$ cat config.mk
export PLATFORM = sky130hd
export DESIGN_NAME = graph_reachability_check
export DESIGN_NICKNAME = d
export VERILOG_FILES = /design/src/grc_pkg.sv /design/src/grc_row_mem.sv /design/src/grc_closure.sv /design/src/graph_reachability_check.sv
export SDC_FILE = /design/constraint.sdc
export NUM_CORES = 1
export LEC_CHECK = 0
export BUFFER_PORTS_ARGS = -buffer_cell sky130_fd_sc_hd__buf_2
export CORE_MARGIN = 3
export CORE_UTILIZATION = 30
export DETAILED_ROUTE_END_ITERATION = 12
export SLEW_MARGIN = 0
export SYNTH_ARGS = -nofsm -noshare
export SYNTH_HDL_FRONTEND = slang
export SYNTH_SLANG_ARGS = --single-unit
$ cat constraint.sdc
create_clock -name i_clk -period 12.9 [get_ports i_clk]
set_input_delay 0.645 -clock i_clk [delete_from_list [all_inputs] [get_ports i_clk]]
set_output_delay 0.645 -clock i_clk [all_outputs]
set_load 0.02 [all_outputs]
$ cat src/grc_pkg.sv
// Shared types and constants for the graph reachability check.
// Used by grc_row_mem, grc_closure and graph_reachability_check.
package grc_pkg;

    // Width of one stored adjacency row and of the node-count register.
    localparam int ROW_W    = 32;
    localparam int NC_W     = 6;
    localparam int IDX_W    = 5;
    localparam logic [NC_W-1:0] NC_RESET = NC_W'(32);

    // Verdict codes.
    typedef enum logic [1:0] {
        V_PASS    = 2'd0,
        V_UNREACH = 2'd1,
        V_NO_END  = 2'd2
    } t_verdict;

    // Sequencer states.
    typedef enum logic [1:0] {
        S_IDLE = 2'd0,
        S_FWD  = 2'd1,
        S_BWD  = 2'd2
    } t_state;

    // Result strobe and verdict handed from the sequencer to the top level.
    typedef struct packed {
        logic     done;
        t_verdict verdict;
    } t_clo_status;

endpackage

$ cat src/grc_row_mem.sv
// Adjacency row storage: one write port, one read port with registered data.
// Depends on grc_pkg for the row width.
module grc_row_mem #(
    parameter int MAX_NODES = 32
) (
    input  logic                         i_clk,
    input  logic                         i_wr_en,
    input  logic [$clog2(MAX_NODES)-1:0] i_wr_addr,
    input  logic [grc_pkg::ROW_W-1:0]    i_wr_data,
    input  logic                         i_rd_en,
    input  logic [$clog2(MAX_NODES)-1:0] i_rd_addr,
    output logic [grc_pkg::ROW_W-1:0]    o_rd_data
);

    logic [grc_pkg::ROW_W-1:0] r_mem [MAX_NODES];
    logic [grc_pkg::ROW_W-1:0] r_rd_data;

    // Store incoming rows.
    always_ff @(posedge i_clk) begin
        if (i_wr_en) begin
            r_mem[i_wr_addr] <= i_wr_data;
        end
    end

    // Register the read data.
    always_ff @(posedge i_clk) begin
        if (i_rd_en) begin
            r_rd_data <= r_mem[i_rd_addr];
        end
    end

    assign o_rd_data = r_rd_data;

endmodule

$ cat src/grc_closure.sv
// Closure sequencer: sweeps the stored rows through one shared
// mask-combine unit until the forward, then the backward, set settles.
// Depends on grc_pkg for the state, verdict and status types.
module grc_closure #(
    parameter int MAX_NODES = 32
) (
    input  logic                             i_clk,
    input  logic                             i_rst_n,
    input  logic                             i_go,
    input  logic [$clog2(MAX_NODES+1)-1:0]   i_n_eff,
    input  logic [MAX_NODES-1:0]             i_mask,
    input  logic [MAX_NODES-1:0]             i_row,
    output logic                             o_rd_en,
    output logic [$clog2(MAX_NODES)-1:0]     o_rd_addr,
    output logic                             o_busy,
    output grc_pkg::t_clo_status             o_status
);

    localparam int AW = $clog2(MAX_NODES);
    localparam int NW = $clog2(MAX_NODES + 1);

    grc_pkg::t_state      r_state, n_state;
    logic [NW-1:0]        r_idx, n_idx;
    logic [MAX_NODES-1:0] r_reach, n_reach;
    logic                 r_chg, n_chg;
    logic                 r_fwd_ok, n_fwd_ok;
    grc_pkg::t_clo_status r_status, n_status;

    logic [AW-1:0]        proc_idx;
    logic                 proc_en;
    logic                 pass_end;
    logic [MAX_NODES-1:0] masked_row;
    logic [MAX_NODES-1:0] upd_reach;
    logic                 chg_now;

    // Row whose data is on the read port is the one issued last cycle.
    assign proc_idx   = AW'(r_idx - NW'(1));
    assign proc_en    = (r_idx != '0);
    assign pass_end   = (r_idx == i_n_eff);
    assign masked_row = i_row & i_mask;

    // Shared combine unit: forward merges successors, backward marks a predecessor.
    always_comb begin
        upd_reach = r_reach;
        if (proc_en) begin
            if (r_state == grc_pkg::S_FWD) begin
                if (r_reach[proc_idx]) begin
                    upd_reach = r_reach | masked_row;
                end
            end else begin
                if ((masked_row & r_reach) != '0) begin
                    upd_reach = r_reach | (MAX_NODES'(1) << proc_idx);
                end
            end
        end
    end

    assign chg_now = r_chg | (upd_reach != r_reach);

    // Next state and outputs.
    always_comb begin
        n_state        = r_state;
        n_idx          = r_idx;
        n_reach        = r_reach;
        n_chg          = r_chg;
        n_fwd_ok       = r_fwd_ok;
        n_status       = r_status;
        n_status.done  = 1'b0;
        o_rd_en        = 1'b0;
        o_rd_addr      = AW'(r_idx);
        case (r_state)
            grc_pkg::S_IDLE: begin
                if (i_go) begin
                    n_state = grc_pkg::S_FWD;
                    n_idx   = '0;
                    n_reach = MAX_NODES'(1);
                    n_chg   = 1'b0;
                end
            end
            grc_pkg::S_FWD, grc_pkg::S_BWD: begin
                o_rd_en = !pass_end;
                n_reach = upd_reach;
                if (!pass_end) begin
                    n_idx = r_idx + NW'(1);
                    n_chg = chg_now;
                end else if (chg_now) begin
                    // Set grew during this pass: sweep again.
                    n_idx = '0;
                    n_chg = 1'b0;
                end else if (r_state == grc_pkg::S_FWD) begin
                    // Forward set settled: start from the end node.
                    n_fwd_ok = (upd_reach == i_mask);
                    n_state  = grc_pkg::S_BWD;
                    n_idx    = '0;
                    n_chg    = 1'b0;
                    n_reach  = MAX_NODES'(1) << (i_n_eff - NW'(1));
                end else begin
                    // Backward set settled: issue the verdict.
                    n_state       = grc_pkg::S_IDLE;
                    n_status.done = 1'b1;
                    if (!r_fwd_ok) begin
                        n_status.verdict = grc_pkg::V_UNREACH;
                    end else if (upd_reach != i_mask) begin
                        n_status.verdict = grc_pkg::V_NO_END;
                    end else begin
                        n_status.verdict = grc_pkg::V_PASS;
                    end
                end
            end
            default: begin
                n_state = grc_pkg::S_IDLE;
            end
        endcase
    end

    // Control registers.
    always_ff @(posedge i_clk) begin
        if (!i_rst_n) begin
            r_state  <= grc_pkg::S_IDLE;
            r_idx    <= '0;
            r_chg    <= 1'b0;
            r_status <= '0;
        end else begin
            r_state  <= n_state;
            r_idx    <= n_idx;
            r_chg    <= n_chg;
            r_status <= n_status;
        end
    end

    // Working set and forward result.
    always_ff @(posedge i_clk) begin
        if (!i_rst_n) begin
            r_reach  <= '0;
            r_fwd_ok <= 1'b0;
        end else begin
            r_reach  <= n_reach;
            r_fwd_ok <= n_fwd_ok;
        end
    end

    assign o_busy   = (r_state != grc_pkg::S_IDLE);
    assign o_status = r_status;

endmodule

$ cat src/graph_reachability_check.sv
// Graph reachability check. A row request without the last flag is stored and the next
// request may follow at once. A last-row request starts the check: each sweep visits the
// n nodes in use through the single row read port, and the forward and backward sets each
// take sweeps until one adds nothing (at most n sweeps each). busy is high for the whole
// check; the verdict strobes for one cycle right after it and cannot be held off.
// Synchronous active-low reset clears control, node_count goes to 32.
module graph_reachability_check #(
    parameter int MAX_NODES = 32
) (
    input  logic                         i_clk,
    input  logic                         i_rst_n,
    input  logic                         start,
    output logic                         busy,
    input  logic [grc_pkg::IDX_W-1:0]    i_row_index,
    input  logic [grc_pkg::ROW_W-1:0]    i_row_bits,
    input  logic                         i_last_row,
    output logic                         o_valid,
    output logic [1:0]                   o_verdict,
    input  logic                         i_cfg_valid,
    output logic                         o_cfg_ready,
    input  logic [grc_pkg::NC_W-1:0]     i_cfg_data
);

    localparam int AW = $clog2(MAX_NODES);
    localparam int NW = $clog2(MAX_NODES + 1);

    logic [grc_pkg::NC_W-1:0] r_node_count;
    logic                     accept;
    logic                     wr_en;
    logic [AW-1:0]            wr_addr;
    logic                     rd_en;
    logic [AW-1:0]            rd_addr;
    logic [grc_pkg::ROW_W-1:0] rd_data;
    logic [MAX_NODES-1:0]     row_ext;
    logic [NW-1:0]            n_eff;
    logic [MAX_NODES-1:0]     node_mask;
    grc_pkg::t_clo_status     status;

    // Node-count register; the user must write it only while idle, the block does not enforce this.
    assign o_cfg_ready = 1'b1;
    always_ff @(posedge i_clk) begin
        if (!i_rst_n) begin
            r_node_count <= grc_pkg::NC_RESET;
        end else if (i_cfg_valid && o_cfg_ready) begin
            r_node_count <= i_cfg_data;
        end
    end

    // Clamp node count to 1..MAX_NODES.
    always_comb begin
        if (r_node_count == '0) begin
            n_eff = NW'(1);
        end else if (32'(r_node_count) > 32'(MAX_NODES)) begin
            n_eff = NW'(MAX_NODES);
        end else begin
            n_eff = NW'(r_node_count);
        end
    end

    // In-use node mask and row widened or narrowed to the node range.
    for (genvar j = 0; j < MAX_NODES; j++) begin : g_node
        assign node_mask[j] = (32'(j) < 32'(n_eff));
        if (j < grc_pkg::ROW_W) begin : g_bit
            assign row_ext[j] = rd_data[j];
        end else begin : g_pad
            assign row_ext[j] = 1'b0;
        end
    end

    // Store accepted rows; drop rows beyond storage.
    assign accept  = start && !busy;
    assign wr_en   = accept && (32'(i_row_index) < 32'(MAX_NODES));
    assign wr_addr = AW'(i_row_index);

    grc_row_mem #(
        .MAX_NODES (MAX_NODES)
    ) u_row_mem (
        .i_clk     (i_clk),
        .i_wr_en   (wr_en),
        .i_wr_addr (wr_addr),
        .i_wr_data (i_row_bits),
        .i_rd_en   (rd_en),
        .i_rd_addr (rd_addr),
        .o_rd_data (rd_data)
    );

    grc_closure #(
        .MAX_NODES (MAX_NODES)
    ) u_closure (
        .i_clk     (i_clk),
        .i_rst_n   (i_rst_n),
        .i_go      (accept && i_last_row),
        .i_n_eff   (n_eff),
        .i_mask    (node_mask),
        .i_row     (row_ext),
        .o_rd_en   (rd_en),
        .o_rd_addr (rd_addr),
        .o_busy    (busy),
        .o_status  (status)
    );

    assign o_valid   = status.done;
    assign o_verdict = status.verdict;

    // A verdict only follows a running check, and the block is free when it shows.
    a_valid_after_busy: assert property (@(posedge i_clk) disable iff (!i_rst_n)
        o_valid |-> $past(busy))
        else $error("verdict without a running check");

    a_idle_on_valid: assert property (@(posedge i_clk) disable iff (!i_rst_n)
        o_valid |-> !busy)
        else $error("busy still high with verdict");

    a_busy_from_last: assert property (@(posedge i_clk) disable iff (!i_rst_n)
        $rose(busy) |-> $past(start && i_last_row))
        else $error("check started without a last-row request");

    a_verdict_code: assert property (@(posedge i_clk) disable iff (!i_rst_n)
        o_valid |-> (o_verdict == grc_pkg::V_PASS || o_verdict == grc_pkg::V_UNREACH ||
                     o_verdict == grc_pkg::V_NO_END))
        else $error("reserved verdict code");

endmodule

* Word level (Yosys, flattened, before mapping)
Memories as Yosys holds them, arrays and structs flattened. A register that Yosys moved wholly into a read port is not among the register bits. Cells that the tools add are included. W data, S select, Z words.
Cells by class: add/sub/neg operators 3, $lt $le $gt $ge 34, eq/ne operators 10, shifts and indexed selects 2, muxes and demuxes 34, bitwise operators 10, reduce and logical (&&, ||, !) cells 17
Operator list (count):
- $mux W32 | 8
- $lt A5 B6 Y1 const A | 16
- $and A32 B32 Y32 | 2
- $ne A32 B32 Y1 | 2
- $or A32 B32 Y32 | 2
- $pmux W32 S2 | 1
- $lt A4 B6 Y1 const A | 8
- $mux W6 | 6
- $eq A32 B32 Y1 | 1
- $reduce_bool A32 Y1 | 1
- $shl A1 B5 Y32 const A | 1
- $shl A1 B6 Y32 const A | 1
- $lt A3 B6 Y1 const A | 4
- $lt A1 B6 Y1 const A | 2
- $lt A2 B6 Y1 const A | 2
- $mux W2 | 6
- $pmux W6 S2 | 1
- $mux W1 | 8
- $reduce_and A4 Y1 | 2
- $add A6 B1 Y6 const B | 1
- $eq A6 B6 Y1 | 1
- $gt A6 B6 Y1 const B | 1
- $logic_not A6 Y1 | 1
- $lt A5 B6 Y1 const B | 1
- 22 further kinds | 31
Storage, ports and cells: register bits after elaboration 51, memory bits (writable) 1024, input port bits 48, output and inout port bits 5, word-level logic and storage cells 119, memories kept 1
Memory list:
- u_row_mem.r_mem | words 32, bits a word 32, rd ports 1, clocked after Yosys merged registers in 1, wr ports 1, RTL line grc_row_mem.sv:15 | logic [grc_pkg::ROW_W-1:0] r_mem [MAX_NODES];

* Logic depth before layout (Yosys ltp)
depth after elaboration 15, mapped depth 19, mapped depth without buffers 13

* Modules after synthesis
From an unflattened synthesis, not the netlist that was laid out.
Unflattened totals: cells, all modules 3133, area total of the unflattened synthesis 46688.5 µm²
Modules (own cells, without submodules):
- grc_row_mem | instances 1, cells each 2260, area each 40812.9 µm², seq. area each 31710.4 µm²
- grc_closure | instances 1, cells each 787, area each 5322.6 µm², seq. area each 900.9 µm²
- graph_reachability_check | instances 1, cells each 86, area each 553.0 µm², seq. area each 120.1 µm²

* Worst setup path after synthesis
Ideal clock, no wire load.
kind reg2reg, from reg u_closure.r_idx[1], to reg u_closure.r_reach[16], setup time 0.122 ns, arrival 4.506 ns, setup slack 8.272 ns, stages on the path, launching flop included 19, path through dfxtp_1 > clkbuf_1 > inv_1 > ha_1 > clkbuf_1 > buf_1 > a21oi_1 > o2111a_1 > a22o_1 > o21ai_0 > buf_2 > nor2_1 > a211o_1 > or4b_1 > buf_2 > nor3b_4 > buf_6 > nor3_1 > a221o_1
On the way: longest elaborated chain between the ends 11, elaborated cells between the ends (all ways) 17, those cells by class add/sub: 1; eq/ne: 2; shift: 1; mux: 10; bitwise: 2; reduce/logical: 1
RTL lines:
- start, declared | RTL line grc_closure.sv:23 | logic [NW-1:0] r_idx, n_idx;
- start signal, assigned | RTL line grc_closure.sv:125 | r_idx <= n_idx;
- $sub A5 B1 Y5 | RTL line grc_closure.sv:37 | assign proc_idx = AW'(r_idx - NW'(1));
- $bmux W1 S5 or $shl A1 B5 Y32 (tied branches) | RTL line grc_closure.sv:47, grc_closure.sv:52
- $mux W1 (implied by the code) or $or A32 B32 Y32 (tied branches) | RTL line grc_closure.sv:47, grc_closure.sv:52
- $mux W32 (on tied branches) | RTL line grc_closure.sv:47, grc_closure.sv:51
- $mux W32 | RTL line grc_closure.sv:46 | if (r_state == grc_pkg::S_FWD) begin
- $mux W32 | RTL line grc_closure.sv:45 | if (proc_en) begin
- $ne A32 B32 Y1 | RTL line grc_closure.sv:58 | assign chg_now = r_chg | (upd_reach != r_reach);
- $or A1 B1 Y1 | RTL line grc_closure.sv:58
- $mux W32 | RTL line grc_closure.sv:86 | end else if (chg_now) begin
- $mux W32 * | RTL line grc_closure.sv:83 | if (!pass_end) begin
- $pmux W32 S2 * | RTL line grc_closure.sv:71 | case (r_state)
- end signal, assigned | RTL line grc_closure.sv:137 | r_reach <= n_reach;
- end, declared | RTL line grc_closure.sv:24 | logic [MAX_NODES-1:0] r_reach, n_reach;
Every way passes the cells marked *; elsewhere a longest branch is shown, timed or not. The select of a mux whose other input is x is not followed. A chain may end at the register's enable or synchronous reset.

* Final worst setup path
from reg u_closure.r_idx[0], to reg u_closure.r_reach[27]
The elaborated chain is that of the path after synthesis.

==> flow_results.org <==
** Status
- The run finished with clean final reports.

** Hold path
- The tightest min-delay check is of the primary input to register type.

** Drt
- Post-DR vias/cell :: ~5.5
- Antenna-violating nets left :: 0
- Across all layers, the routed design uses around 25000 vias.
- For this block, the initial DRC count from the detailed router was around 3000.
- Final wirelength :: ~140000 um
- Total iterations of the first detailed-routing run :: 6
- WL/cell :: between 20 and 30 um
- DRC violations left :: 0

** Synthesis
- The synthesized design contains 1056 enable-type register cells.
- Of all cell types, the one taking the most synthesized area is sky130_fd_sc_hd__edfxtp_1.
- The synthesized netlist devotes roughly 4.5% of its cell area to simple gates.
- Area fraction of the dominant cell type after synthesis :: slightly below 70%
- Warnings from Yosys :: 0
- The share of the Yosys chip area taken by registers is 71.0%.
- Number of synthesized register bits :: between 1000 and 1500
- In this run, distinct cell masters in the synthesized netlist total a little under 90.
- Dividing the synthesized area by the synthesized cell count gives between 15 and 20 um2.
- Compound-Gate Fraction of Synth Area :: under 10%
- Measured against the total synthesized area, the mux share comes to 16.9%.
- In the synthesized netlist the async set-or-reset flop fraction comes to 0%.
- The number of nets handed over by synthesis was 2511.
- Post-synthesis share of cell area spent on full adders, half adders and majority gates :: 0.353%
- After Yosys synthesis, XOR and XNOR cells account for less than 1% of the synthesized area.
- After synthesis, the largest family of logic cells by area is multiplexers.
- Post-Synthesis Cells :: roughly 2500
- In the post-synthesis netlist, the biggest area contributors are sky130_fd_sc_hd__edfxtp_1 69%, sky130_fd_sc_hd__mux4_2 16%, sky130_fd_sc_hd__dfxtp_1 2.2%.
- Primary FF master, synth :: sky130_fd_sc_hd__edfxtp_1
- The mapped netlist covers around 46000 um2.

** STA
- The tightest hold path in the finished design has a slack of roughly 0.17 ns.
- Crit share post-route :: between 40% and 50%
- Final hold viol count :: 0
- Finish-stage setup viols :: 0
- Setup repair after global routing left no endpoint under its margin.
- The final-report max-slew violation count came to 0.
- The worst path needs 6.10 ns of the cycle, external delays included.
- Adding up every negative setup slack in the final design gives 0 ns.
- For this run, the top clock speed supported by timing is 164 MHz.
- The worst pin sits at a relative slew slack of 22.3%.
- For the pin with the worst max-slew slack, the measured transition is between 1 and 1.5 ns.
- Largest clock skew in the final design :: roughly 0.09 ns
- PnR worst setup slack :: between 6 and 7 ns

** Clock network
- Post-CTS timing repair inserted 0 buffers for setup.
- Clock tree root driver cell :: sky130_fd_sc_hd__clkbuf_16
- Clock transition at path regs :: around 0.060 ns
- Clock tree synthesis inserted a total of 110 buffers.
- Number of H-tree levels :: 3
- CTS tree :: yes
- The number of hold buffers added after CTS was 0.
- Total clock sinks :: between 1000 and 1500
- The number of gates resized after CTS was 0.
- No sink is reached through more buffers than the 3 on the longest clock path.
- Clock latency reported for the late side of the worst-skew pair :: 0.75 ns

** Power
- Gate power share :: approximately 14%
- Net Switching :: 2.19 mW
- Fraction of power spent switching nets :: 25.9%
- Sequential cells account for between 40% and 50% of the total power.
- The internal power of the cells totals about 6.3 mW.
- VDD sags by at most between 0.1 and 0.15 mV.
- The clock network burns roughly 37% of the power.
- Power density over the cells :: 161 nW/um2
- Static power due to leakage :: about 16 nW
- Power comes to around 8.5 mW.

** Global route
- The number of antenna violations at the first check in global routing came to 16.
- Vias in the first global route :: ~25000
- Maximum number of pins on one net before global-route repair :: 60
- Across every metal layer, demand over resource in global routing totals 17.3%.
- Grt ovf :: 0
- Global-route wire length before repair :: 196000 um

** Final layout
- Nets@finish :: around 2600
- Area growth from synthesis to final layout :: 14.3%
- Most common cell after layout, fill and taps aside :: sky130_fd_sc_hd__edfxtp_1
- Filler-free cell count of the finished design :: roughly 4700
- Share of post-route cells with drive strength above 1 :: around a quarter
- Total of fill cells in the finished design :: 14142
- Most used cells in the layout excluding fill and tap cells :: 1056 x sky130_fd_sc_hd__edfxtp_1, 320 x sky130_fd_sc_hd__mux4_2, 113 x sky130_fd_sc_hd__nor2_1

** Die
- The initialized floorplan defines between 100 and 150 standard-cell rows.
- The initial utilization of the core area, before any placement, comes to ~30%.
- Top Ports :: 53
- Core Footprint :: approximately 150000 um2
- The die is between 300 and 400 um wide.
- The floorplan step set the die height to 398 um.
- Floorplan die area :: approximately 160000 um2

** Worst setup path
- Startpoint type of the worst setup path :: register
- Required time of the critical path :: approximately 13 ns
- The critical path in this run is classified as register to register.
- In this run the worst path has a maximum fanout of 43.
- Capturing element type of the critical path :: register
- Worst EP arrival :: 6.68 ns

** Placement
- Placed wire-length estimate :: slightly above 80000 um
- Cell total after placement :: 4463
- Number of port buffers :: about 50
- Timing analysis after detailed placement gives a worst setup slack of 6.79 ns.
- Final weighted congestion of routability-driven global placement :: 1.02

** Flow run
- Count of max-cap constraint violations :: 0
[final cells by class]
class	instances	area, um2	area share [%]
Clock inverter	65	649	1.23
Sequential cell	1107	32700	62.1
Antenna cell	4	10.0	0.0190
Timing Repair Buffer	133	871	1.65
Inverter	44	170	0.323
Clock buffer	137	2880	5.46
Multi-Input combinational cell	1149	12800	24.4
Tap cell	2030	2540	4.82
[worst paths after layout]
kind	endpoint	cells past startpoint	startpoint	slack (ns)
max reg2reg	u_closure.r_reach[27]	14	u_closure.r_idx[0]	6.80
min	r_node_count[5]	3	i_cfg_data[5]	0.17
max	u_closure.r_reach[27]	14	u_closure.r_idx[0]	6.80
min reg2reg	u_closure.o_status[1]	2	u_closure.o_status[1]	0.48
[flip-flops by register name, indices dropped and copies added, names as in the netlist]
register and cells:
u_closure.r_reach 32, u_closure.r_chg 1, u_closure.r_state 2, u_closure.o_status 3
u_row_mem.o_rd_data 32, u_row_mem.r_mem 1024, r_node_count 6, u_closure.r_idx 6
u_closure.r_fwd_ok 1
[critical path, stage by stage, from the launching register on]
cell and delay [ns]:
sky130_fd_sc_hd__dfxtp_4 0.84, sky130_fd_sc_hd__clkinv_1 0.52, sky130_fd_sc_hd__ha_1 0.45, sky130_fd_sc_hd__xnor2_1 0.61
sky130_fd_sc_hd__nand2_1 0.25, sky130_fd_sc_hd__o2111a_1 0.31, sky130_fd_sc_hd__a22o_1 0.27, sky130_fd_sc_hd__o21ai_1 0.15
sky130_fd_sc_hd__buf_4 0.31, sky130_fd_sc_hd__nor2_1 0.16, sky130_fd_sc_hd__a211o_1 0.34, sky130_fd_sc_hd__or4b_1 0.68
sky130_fd_sc_hd__nor3_4 0.45, sky130_fd_sc_hd__o22ai_2 0.26, sky130_fd_sc_hd__a221o_1 0.40
[power by group through the flow]
stage | clock network (mW) | logic [mW] | registers (mW)
after global placement | 0 | 1.20 | 4.21
after CTS | 3.20 | 1.20 | 4.13
after floorplan | 0 | 0.820 | 4.14
final | 3.14 | 1.19 | 4.13
after global routing | 3.34 | 1.27 | 4.14
after detailed placement | 0 | 1.19 | 4.21
[cell families (layout without fill, tap and decap cells)]
group	Yosys count	after routing
flip-flops	1107	1107
AND/OR/NAND/NOR	426	426
multiplexers	373	373
AO/OA/AOI/OAI	321	321
buffers and inverters	194	379
XOR/XNOR	15	15
adder cells (fa/ha/maj)	13	13
other	1	5
[synth_stat cells, drive strengths merged, types with 12 or more instances]
| cell | number |
|---|---|
| mux2i | 18 |
| o21ai | 55 |
| clkbuf | 97 |
| buf | 53 |
| ha | 13 |
| nand2 | 94 |
| a31oi | 19 |
| mux2 | 35 |
| o211ai | 13 |
| nor4 | 23 |
| a221o | 24 |
| mux4 | 320 |
| nand3 | 30 |
| dfxtp | 51 |
| nor3 | 41 |
| nor2 | 147 |
| a21oi | 27 |
| a2111oi | 12 |
| or3 | 15 |
| edfxtp | 1056 |
| inv | 42 |
| a211oi | 17 |
| o22ai | 22 |
[routing by layer]
metal	GRT usage [%]	up-vias	part of all wire, %	wire (um)
met5	0	-	0.041	57
met4	5.49	8	3.3	4530
met3	3.46	270	7.5	10400
met2	26.6	1172	46	63300
met1	24.8	13563	43	60000
li1	-	10460	-	-
[stage by stage]
stage,utilization (%),area [um2]
after floorplan,-,46100
after global placement,32.3,49200
after detailed placement,32.3,49200
after CTS,34.6,52700
after global routing,34.6,52700
final,34.6,52700
(Power assumes the default switching activity.)
